<file path="src/hw/rtl/icrs_pkg.sv">
// icrs_pkg: shared widths, constants and controller/datapath command types
// for the inverse cube root series block.
// No dependencies.
package icrs_pkg;

   // field widths
   localparam int ARG_W      = 31;   // argument, signed Q1.30
   localparam int TERM_W     = 32;   // series term, signed
   localparam int SUM_W      = 42;   // partial sum, signed Q12.30
   localparam int CNT_W      = 7;    // term_count register
   localparam int K_W        = 8;    // term index, holds count + 1
   localparam int DEN_W      = 9;    // 3k-3 and 3k-5 for k up to 127
   localparam int REQ_DATA_W = 32;
   localparam int RSP_DATA_W = 48;

   // term count limit
   localparam int MAX_TERMS  = 64;

   // divider: 32 quotient bits, 8 per cycle
   localparam int QUO_W      = 32;
   localparam int DIV_BITS   = 8;
   localparam int DIV_STEPS  = QUO_W / DIV_BITS;
   localparam int DCNT_W     = $clog2(DIV_STEPS);

   localparam logic [TERM_W-1:0] TERM_MAX = 32'h7FFF_FFFF;

   // controller to datapath
   typedef struct packed {
      logic load;       // take argument, seed first term
      logic mul;        // |term| * |x|
      logic rnd;        // round product to fraction bits
      logic scale;      // times (3k-5), plus half divisor
      logic div_init;   // overflow check, seed remainder
      logic div_step;   // eight quotient bits
      logic acc;        // sign term, saturating add, next k
      logic emit;       // load result register
   } icrs_cmd_type;

   // datapath to controller
   typedef struct packed {
      logic more;       // another term to compute
   } icrs_status_type;

endpackage

</file>
<file path="src/hw/rtl/icrs_dp.sv">
// icrs_dp: datapath of the inverse cube root series block: term_count
// register, term multiplier, restoring divider, saturating accumulator.
// Depends on icrs_pkg.
module icrs_dp #(
   parameter int FRAC_BITS = 30
) (
   input  logic                          clock,
   input  logic                          reset,
   input  logic                          csr_wen,
   input  logic [icrs_pkg::CNT_W-1:0]    csr_wdata,
   input  logic [icrs_pkg::ARG_W-1:0]    argument,
   input  icrs_pkg::icrs_cmd_type        cmd,
   output icrs_pkg::icrs_status_type     status,
   output logic [icrs_pkg::SUM_W-1:0]    partial_sum,
   output logic                          saturated
);
   import icrs_pkg::*;

   localparam int MAG_W   = 2 * ARG_W;
   localparam int Q_W     = MAG_W - FRAC_BITS;
   localparam int PROD_W  = Q_W + DEN_W;
   localparam int DRAW_W  = PROD_W + 1;
   localparam int LO_W    = QUO_W - 1;
   localparam int DIV_W   = (DRAW_W > LO_W + DEN_W + 1) ? DRAW_W : LO_W + DEN_W + 1;
   localparam int HI_W    = DIV_W - LO_W;
   localparam logic [TERM_W-1:0] ONE_TERM =
      (FRAC_BITS >= TERM_W - 1) ? TERM_MAX : (TERM_W'(1) << FRAC_BITS);
   localparam logic [MAG_W-1:0] RND_HALF = MAG_W'(1) << (FRAC_BITS - 1);

   // registers
   logic [CNT_W-1:0]  term_count_ff, term_count_in;
   logic [CNT_W-1:0]  n_ff;
   logic [K_W-1:0]    k_ff;
   logic [ARG_W-1:0]  x_ff;
   logic [TERM_W-1:0] term_ff;
   logic [SUM_W-1:0]  sum_ff;
   logic              sat_ff;
   logic [MAG_W-1:0]  mag_ff;
   logic [Q_W-1:0]    q_ff;
   logic [DIV_W-1:0]  dvd_ff;
   logic [DEN_W-1:0]  rem_ff, rem_in;
   logic [QUO_W-1:0]  low_ff, low_in;
   logic [QUO_W-1:0]  quo_ff, quo_in;
   logic              clamp_ff;
   logic [SUM_W-1:0]  out_sum_ff;
   logic              out_sat_ff;

   // combinational values
   logic [CNT_W-1:0]  n_lim;
   logic [K_W+1:0]    k3;
   logic [DEN_W-1:0]  num, den, den_half;
   logic [ARG_W-1:0]  mt, mx;
   logic [MAG_W-1:0]  mag_in, rnd_sum;
   logic [PROD_W-1:0] prod;
   logic [DIV_W-1:0]  dvd_in;
   logic [HI_W-1:0]   hi;
   logic [DEN_W:0]    trial;
   logic [LO_W-1:0]   r_mag;
   logic [TERM_W-1:0] term_in;
   logic [SUM_W:0]    sum_wide;
   logic [SUM_W-1:0]  sum_in;
   logic              sum_hit;

   // configuration register
   always_comb begin
      term_count_in = csr_wen ? csr_wdata : term_count_ff;
   end

   always_ff @(posedge clock) begin
      if (reset) begin
         term_count_ff <= CNT_W'(1);
      end else begin
         term_count_ff <= term_count_in;
      end
   end

   // term count limit and per-term factors
   assign n_lim    = (term_count_ff > CNT_W'(MAX_TERMS)) ? CNT_W'(MAX_TERMS) : term_count_ff;
   assign k3       = {2'b00, k_ff} + {1'b0, k_ff, 1'b0};
   assign num      = DEN_W'(k3 - (K_W+2)'(5));
   assign den      = DEN_W'(k3 - (K_W+2)'(3));
   assign den_half = den >> 1;
   assign status.more = ({1'b0, n_ff} >= k_ff);

   // magnitude product
   assign mt     = term_ff[TERM_W-1] ? ARG_W'(~term_ff + TERM_W'(1)) : term_ff[ARG_W-1:0];
   assign mx     = x_ff[ARG_W-1] ? (~x_ff + ARG_W'(1)) : x_ff;
   assign mag_in = MAG_W'(mt) * MAG_W'(mx);

   // rounding and scaling
   assign rnd_sum = mag_ff + RND_HALF;
   assign prod    = PROD_W'(q_ff) * PROD_W'(num);
   assign dvd_in  = DIV_W'(prod) + DIV_W'(den_half);
   assign hi      = dvd_ff[DIV_W-1:LO_W];

   // eight restoring division steps
   always_comb begin
      rem_in = rem_ff;
      low_in = low_ff;
      quo_in = quo_ff;
      trial  = '0;
      for (int i = 0; i < DIV_BITS; i++) begin
         trial  = {rem_in, low_in[QUO_W-1]};
         low_in = low_in << 1;
         if (trial >= {1'b0, den}) begin
            rem_in = DEN_W'(trial - {1'b0, den});
            quo_in = {quo_in[QUO_W-2:0], 1'b1};
         end else begin
            rem_in = trial[DEN_W-1:0];
            quo_in = {quo_in[QUO_W-2:0], 1'b0};
         end
      end
   end

   // signed next term and saturating sum
   assign r_mag    = clamp_ff ? TERM_MAX[LO_W-1:0] : quo_ff[LO_W-1:0];
   assign term_in  = (term_ff[TERM_W-1] != x_ff[ARG_W-1]) ? {1'b0, r_mag}
                                                         : (~{1'b0, r_mag} + TERM_W'(1));
   assign sum_wide = {sum_ff[SUM_W-1], sum_ff}
                   + {{(SUM_W+1-TERM_W){term_in[TERM_W-1]}}, term_in};

   always_comb begin
      sum_hit = 1'b0;
      sum_in  = sum_wide[SUM_W-1:0];
      unique case (sum_wide[SUM_W:SUM_W-1])
         2'b01: begin
            sum_hit = 1'b1;
            sum_in  = {1'b0, {(SUM_W-1){1'b1}}};
         end
         2'b10: begin
            sum_hit = 1'b1;
            sum_in  = {1'b1, {(SUM_W-1){1'b0}}};
         end
         default: begin
            sum_hit = 1'b0;
         end
      endcase
   end

   // datapath registers
   always_ff @(posedge clock) begin
      if (cmd.load) begin
         x_ff   <= argument;
         n_ff   <= n_lim;
         k_ff   <= K_W'(2);
         sat_ff <= 1'b0;
         if (n_lim == '0) begin
            term_ff <= '0;
            sum_ff  <= '0;
         end else begin
            term_ff <= ONE_TERM;
            sum_ff  <= SUM_W'(ONE_TERM);
         end
      end
      if (cmd.mul) begin
         mag_ff <= mag_in;
      end
      if (cmd.rnd) begin
         q_ff <= rnd_sum[MAG_W-1:FRAC_BITS];
      end
      if (cmd.scale) begin
         dvd_ff <= dvd_in;
      end
      // remainder starts with the bits above the low 32, which then shift in
      if (cmd.div_init) begin
         clamp_ff <= (hi >= HI_W'(den));
         rem_ff   <= hi[DEN_W:1];
         low_ff   <= dvd_ff[QUO_W-1:0];
         quo_ff   <= '0;
      end
      if (cmd.div_step) begin
         rem_ff <= rem_in;
         low_ff <= low_in;
         quo_ff <= quo_in;
      end
      if (cmd.acc) begin
         term_ff <= term_in;
         sum_ff  <= sum_in;
         sat_ff  <= sat_ff | sum_hit;
         k_ff    <= k_ff + K_W'(1);
      end
      if (cmd.emit) begin
         out_sum_ff <= sum_ff;
         out_sat_ff <= sat_ff;
      end
   end

   assign partial_sum = out_sum_ff;
   assign saturated   = out_sat_ff;

endmodule

</file>
<file path="src/hw/rtl/icrs_ctrl.sv">
// icrs_ctrl: sequencer of the inverse cube root series block; walks each
// term through multiply, round, scale, divide and accumulate.
// Depends on icrs_pkg.
module icrs_ctrl (
   input  logic                       clock,
   input  logic                       reset,
   input  logic                       req_tvalid,
   output logic                       req_tready,
   output logic                       rsp_tvalid,
   input  logic                       rsp_tready,
   input  icrs_pkg::icrs_status_type  status,
   output icrs_pkg::icrs_cmd_type     cmd
);
   import icrs_pkg::*;

   localparam logic [3:0] S_IDLE  = 4'd0;
   localparam logic [3:0] S_LOOP  = 4'd1;
   localparam logic [3:0] S_MUL   = 4'd2;
   localparam logic [3:0] S_RND   = 4'd3;
   localparam logic [3:0] S_SCALE = 4'd4;
   localparam logic [3:0] S_DINIT = 4'd5;
   localparam logic [3:0] S_DIV   = 4'd6;
   localparam logic [3:0] S_ACC   = 4'd7;
   localparam logic [3:0] S_DONE  = 4'd8;

   logic [3:0]        state_ff, state_in;
   logic [DCNT_W-1:0] dcnt_ff, dcnt_in;
   logic              rsp_valid_ff, rsp_valid_in;
   logic              out_free;

   assign out_free   = !rsp_valid_ff || rsp_tready;
   assign req_tready = (state_ff == S_IDLE);
   assign rsp_tvalid = rsp_valid_ff;

   // next state and commands
   always_comb begin
      state_in = state_ff;
      dcnt_in  = dcnt_ff;
      cmd      = '0;
      unique case (state_ff)
         S_IDLE: begin
            if (req_tvalid) begin
               cmd.load = 1'b1;
               state_in = S_LOOP;
            end
         end
         S_LOOP: begin
            state_in = status.more ? S_MUL : S_DONE;
         end
         S_MUL: begin
            cmd.mul  = 1'b1;
            state_in = S_RND;
         end
         S_RND: begin
            cmd.rnd  = 1'b1;
            state_in = S_SCALE;
         end
         S_SCALE: begin
            cmd.scale = 1'b1;
            state_in  = S_DINIT;
         end
         S_DINIT: begin
            cmd.div_init = 1'b1;
            dcnt_in      = '0;
            state_in     = S_DIV;
         end
         S_DIV: begin
            cmd.div_step = 1'b1;
            dcnt_in      = dcnt_ff + DCNT_W'(1);
            if (dcnt_ff == DCNT_W'(DIV_STEPS - 1)) begin
               state_in = S_ACC;
            end
         end
         S_ACC: begin
            cmd.acc  = 1'b1;
            state_in = S_LOOP;
         end
         S_DONE: begin
            if (out_free) begin
               cmd.emit = 1'b1;
               state_in = S_IDLE;
            end
         end
         default: begin
            state_in = S_IDLE;
         end
      endcase
   end

   // result register valid
   always_comb begin
      priority if (cmd.emit) begin
         rsp_valid_in = 1'b1;
      end else if (rsp_tready) begin
         rsp_valid_in = 1'b0;
      end else begin
         rsp_valid_in = rsp_valid_ff;
      end
   end

   always_ff @(posedge clock) begin
      if (reset) begin
         state_ff     <= S_IDLE;
         dcnt_ff      <= '0;
         rsp_valid_ff <= 1'b0;
      end else begin
         state_ff     <= state_in;
         dcnt_ff      <= dcnt_in;
         rsp_valid_ff <= rsp_valid_in;
      end
   end

endmodule

</file>
<file path="src/hw/rtl/inverse_cube_root_series.sv">
// inverse_cube_root_series: top level joining the sequencer and datapath.
// Depends on icrs_pkg, icrs_ctrl, icrs_dp.
//
// Usage: each req beat carries a signed Q1.30 argument x; each rsp beat
// returns the partial sum of the first N terms of the binomial series for
// (1+x)^(-1/3) as signed Q12.30, with a saturation flag in tuser.
// N is term_count, written through csr_wen/csr_wdata while the block is
// idle; values above 64 act as 64, and zero returns a sum of zero.
// Sequence: each term after the first passes through a 31x31 multiply,
// rounding, a scale multiply, an overflow check, an 8-bit-per-cycle
// restoring divider and accumulation. After the last term the result is
// loaded into the output register, and req_tready returns as it is loaded.
// One item is in work at a time; a finished result sits in the output
// register, and req_tready returns while it waits. If rsp_tready stays low
// the next item runs to completion and then holds until the register frees.
// Reset (synchronous) returns to idle, drops rsp_tvalid and sets
// term_count to 1.
module inverse_cube_root_series #(
   parameter int FRAC_BITS = 30
) (
   input  logic                              clock,
   input  logic                              reset,
   input  logic                              csr_wen,
   input  logic [icrs_pkg::CNT_W-1:0]        csr_wdata,   // term_count
   input  logic                              req_tvalid,
   output logic                              req_tready,
   input  logic [icrs_pkg::REQ_DATA_W-1:0]   req_tdata,   // [30:0] argument
   output logic                              rsp_tvalid,
   input  logic                              rsp_tready,
   output logic [icrs_pkg::RSP_DATA_W-1:0]   rsp_tdata,   // [41:0] partial_sum
   output logic                              rsp_tuser    // [0] saturated
);
   import icrs_pkg::*;

   icrs_cmd_type    cmd;
   icrs_status_type status;
   logic [SUM_W-1:0] partial_sum;
   logic             saturated;

   icrs_ctrl u_ctrl (
      .clock      (clock),
      .reset      (reset),
      .req_tvalid (req_tvalid),
      .req_tready (req_tready),
      .rsp_tvalid (rsp_tvalid),
      .rsp_tready (rsp_tready),
      .status     (status),
      .cmd        (cmd)
   );

   icrs_dp #(
      .FRAC_BITS (FRAC_BITS)
   ) u_dp (
      .clock       (clock),
      .reset       (reset),
      .csr_wen     (csr_wen),
      .csr_wdata   (csr_wdata),
      .argument    (req_tdata[ARG_W-1:0]),
      .cmd         (cmd),
      .status      (status),
      .partial_sum (partial_sum),
      .saturated   (saturated)
   );

   assign rsp_tdata = {{(RSP_DATA_W-SUM_W){1'b0}}, partial_sum};
   assign rsp_tuser = saturated;

endmodule

</file>
<file path="config.mk">
export PLATFORM = sky130hd
export DESIGN_NAME = inverse_cube_root_series
export DESIGN_NICKNAME = d
export VERILOG_FILES = /design/src/hw/rtl/icrs_pkg.sv /design/src/hw/rtl/icrs_dp.sv /design/src/hw/rtl/icrs_ctrl.sv /design/src/hw/rtl/inverse_cube_root_series.sv
export SDC_FILE = /design/constraint.sdc
export NUM_CORES = 2
export LEC_CHECK = 0
export BUFFER_PORTS_ARGS = -buffer_cell sky130_fd_sc_hd__buf_2
export CAP_MARGIN = 20
export CORE_ASPECT_RATIO = 0.6
export CORE_UTILIZATION = 60
export DETAILED_ROUTE_END_ITERATION = 6
export PLACE_DENSITY_LB_ADDON = 0.1
export SKIP_LAST_GASP = 1
export SLEW_MARGIN = 20
export SYNTH_ARGS = -nofsm -noshare
export SYNTH_HDL_FRONTEND = slang
export SYNTH_HIERARCHICAL = 1
export SYNTH_SLANG_ARGS = --single-unit
</file>
<file path="constraint.sdc">
create_clock -name clock -period 17.94 [get_ports clock]
set_input_delay 2.691 -clock clock [delete_from_list [all_inputs] [get_ports clock]]
set_output_delay 2.691 -clock clock [all_outputs]
set_load 0.02 [all_outputs]
</file>
==> metrics.cfg <==
[setup_path]
crit_top_cell=a21o_1
cp-start-kind=register
rrSetupSlack_ns=-0.91
critPathTopFamily=compound AO/OA/AOI/OAI gates
reg2reg_from=u_dp/k_ff[1]$_SDFFCE_PN1P_
crit_fanout=5
path_class=register to register
critPathCaptureType=register
cp.required_ns=18.30
cp_slowest_cell=or4_4
critPathBufInv=10
cp.arrival_ns=19.21
critical-path-max-stage-delay_ns=0.53
startpoint=u_dp/k_ff[1]$_SDFFCE_PN1P_

[grt]
grtUsageTotal=0.348
antenna_found_initial=3
grt-ovfl-total=0
grt_max_degree=79
grt_pass1_vias=46100
grt_pass1_wl_um=268000

[yosys]
synthTopCellsByArea=fa_1, edfxtp_1, ha_1, inv_1, nand2_1
seq_area_frac_synth=0.176
async_flop_share=0
avgSynthCellArea_um2=9.49
syn_area_mm2=0.0599
netlist_instances=6310
synth_ff_type=edfxtp_1
yosysWarnings=6
synth-edff-count=336
synth-seq-cells=358
yosys.area.top_type_share=0.355
yosysTopAreaCell=fa_1
ys_types=90

[cts]
clock-root-buffer=clkbuf_16
cts_tree=yes
numCtsBuffers=38
htreeDepth=2
clock_latency_ns=0.62
clkTransAtPathRegs_ns=0.06
cts_buffer_depth=3
cts_sinks=358

[cells_and_area]
drive_above_1_share=0.122
synthToLayoutAreaGrowth_pct=11.4
final_core_util=0.677
final_net_count=8169
layout.cells.non_filler=7912

[timing]
finalCriticalPeriod_ns=18.85
relSlewSlack=0.143
worst_clock_skew_ns=0.0353
slew_viol_final=0
tightest_slew_ns=1.28
setup_ws_ns=-0.906
rsz0062_at_grt=true
hold_viol_final=0
timing.final.crit_share=1.05
tns_ns=-8.16
setup_violations=10
clock.fmax_mhz=53.1

[min_path]
hp-start=u_dp/sum_ff[33]$_SDFFCE_PN0P_
hp-class=register to register

[place]
detailed_place_hpwl_um=129000
port_buffers=87
place_congestion=0.933
placed_cells=7760
place_worst_setup_slack_ns=-1.34

[drt]
vias_per_cell=5.73
routed_wl_um=171000
wl_per_cell_um=21.7
drc=8
met2WireLength_um=66000
ant_nets=0
vias=45300
dr.pass1.iters=7
drt_iter0_markers=3969
top_layer=met4
met3_length_um=25200
wl_met1_um=76900

[run_status]
outcome=finished, violations left
failed_checks=design-rule violations, negative setup slack

[die]
rows=89
start_util=0.608
die_w_um=410
pin_count=95
die_h_um=247
core_area_mm2=0.0986
die-area_mm2=0.101

[job]
cap_violations=0

## routing by layer
| metal | up-vias | track usage |
|---|---|---|
| li1 | 20200 | - |
| met1 | 22600 | 0.542 |
| met2 | 2320 | 0.461 |
| met3 | 243 | 0.129 |
| met4 | 0 | 0.0605 |
| met5 | - | 0 |
## cells in the final DEF, fill, tap and decap left out, types with 30 or more instances in the layout
cell type  synthesis  layout
buf_4              8     393
nand2_1         1113    1105
nand3_1           38      36
nand2b_1          50      47
clkbuf_16          0      40
xnor2_1          198     144
xnor2_2            0      51
ha_1             500     478
a21boi_0          44      40
buf_2              1      87
mux2i_1           40      32
o21a_1            31      30
nand4_1           32      32
inv_1           1128    1123
and2_1           215     213
xor2_1            95      76
nor3_1            53      50
a21o_1            74      74
nor2b_1          119     112
edfxtp_1         336     336
o21ai_0          116      99
a21oi_1          143     137
fa_1            1062    1054
nor2_1           267     264
## per-stage QoR
stage / hold WS (ns) / cell area, um2
2_1_floorplan: 0.426 / 60200
3_3_place_gp: 0.442 / 64200
3_5_place_dp: 0.446 / 64200
4_1_cts: 0.461 / 66200
5_1_grt: 0.474 / 66700
6_report: 0.466 / 66700
## registers in the layout (all words and copies together) (netlist names), 31 cells and up
signal / cells
u_dp/x_ff: 31
u_dp/quo_ff: 31
u_dp/low_ff: 32
u_dp/q_ff: 32
u_dp/term_ff: 32
u_dp/mag_ff: 33
u_dp/dvd_ff: 42
u_dp/sum_ff: 42
u_dp/partial_sum: 42
## cell usage after synthesis (22+ instances only)
library cell,number
edfxtp_1,336
or3_1,28
a21oi_1,143
inv_1,1128
dfxtp_1,22
a21boi_0,44
ha_1,500
a21o_1,74
clkbuf_1,240
nor3_1,53
and2_1,215
xnor2_1,198
nor2_1,267
nand2b_1,50
nand4_1,32
xor2_1,95
a22o_1,24
nand3_1,38
o21ai_0,116
nand2_1,1113
buf_1,38
mux2i_1,40
mux2_2,34
fa_1,1062
nor2b_1,119
o21a_1,31
## worst register-to-register path: cells and delay by family (launching register included)
kind,cells,cell delay [ns]
simple gates,30,4.98
xor+xnor,1,0.19
compound gates,41,7.43
mux,7,1.77
buf+inv,10,1.21
flops,1,0.43
fa+ha+maj,9,2.62
## cell families after synthesis
family / count (synthesis) / synth area share
AND/OR/NAND/NOR: 2000 / 0.151
XOR/XNOR: 293 / 0.0428
adder cells (fa/ha/maj): 1562 / 0.459
buffers and inverters: 1417 / 0.0895
other: 1 / 0.0000626
flip-flops: 358 / 0.176
AO/OA/AOI/OAI: 602 / 0.0676
multiplexers: 77 / 0.0140
## path summary, 6_finish.rpt
path / endpoint / cells past startpoint
setup / recovery: u_dp/rem_ff[0]$_DFFE_PP_ / 98
hold / removal: u_dp/partial_sum[33]$_DFFE_PP_ / 0
setup reg to reg: u_dp/rem_ff[0]$_DFFE_PP_ / 98
hold reg to reg: u_dp/partial_sum[33]$_DFFE_PP_ / 0
## what timing repair did
item                                    in CTS  in global routing
resized for setup                           45                 74
gates cloned                                 3                  0
buffers inserted                            57                 22
hold buffers                                 0                  0
pin swaps                                   49                 48
endpoints found under the setup margin      10                 10
## cell type report
| cell class | instances | area [um2] |
|---|---|---|
| Fill cell | 7858 | 31800 |
| Multi-Input combinational cell | 4541 | 45400 |
| Inverter | 1129 | 4240 |
| Sequential cell | 358 | 10500 |
| Timing Repair Buffer | 495 | 3610 |
| Antenna cell | 1 | 2.50 |
| Clock buffer | 42 | 997 |
| Clock inverter | 27 | 251 |
| Tap cell | 1319 | 1650 |
Power is left out: the tool's default activity adds up to more than one toggle a clock period on the data nets, which glitch-free logic cannot reach.
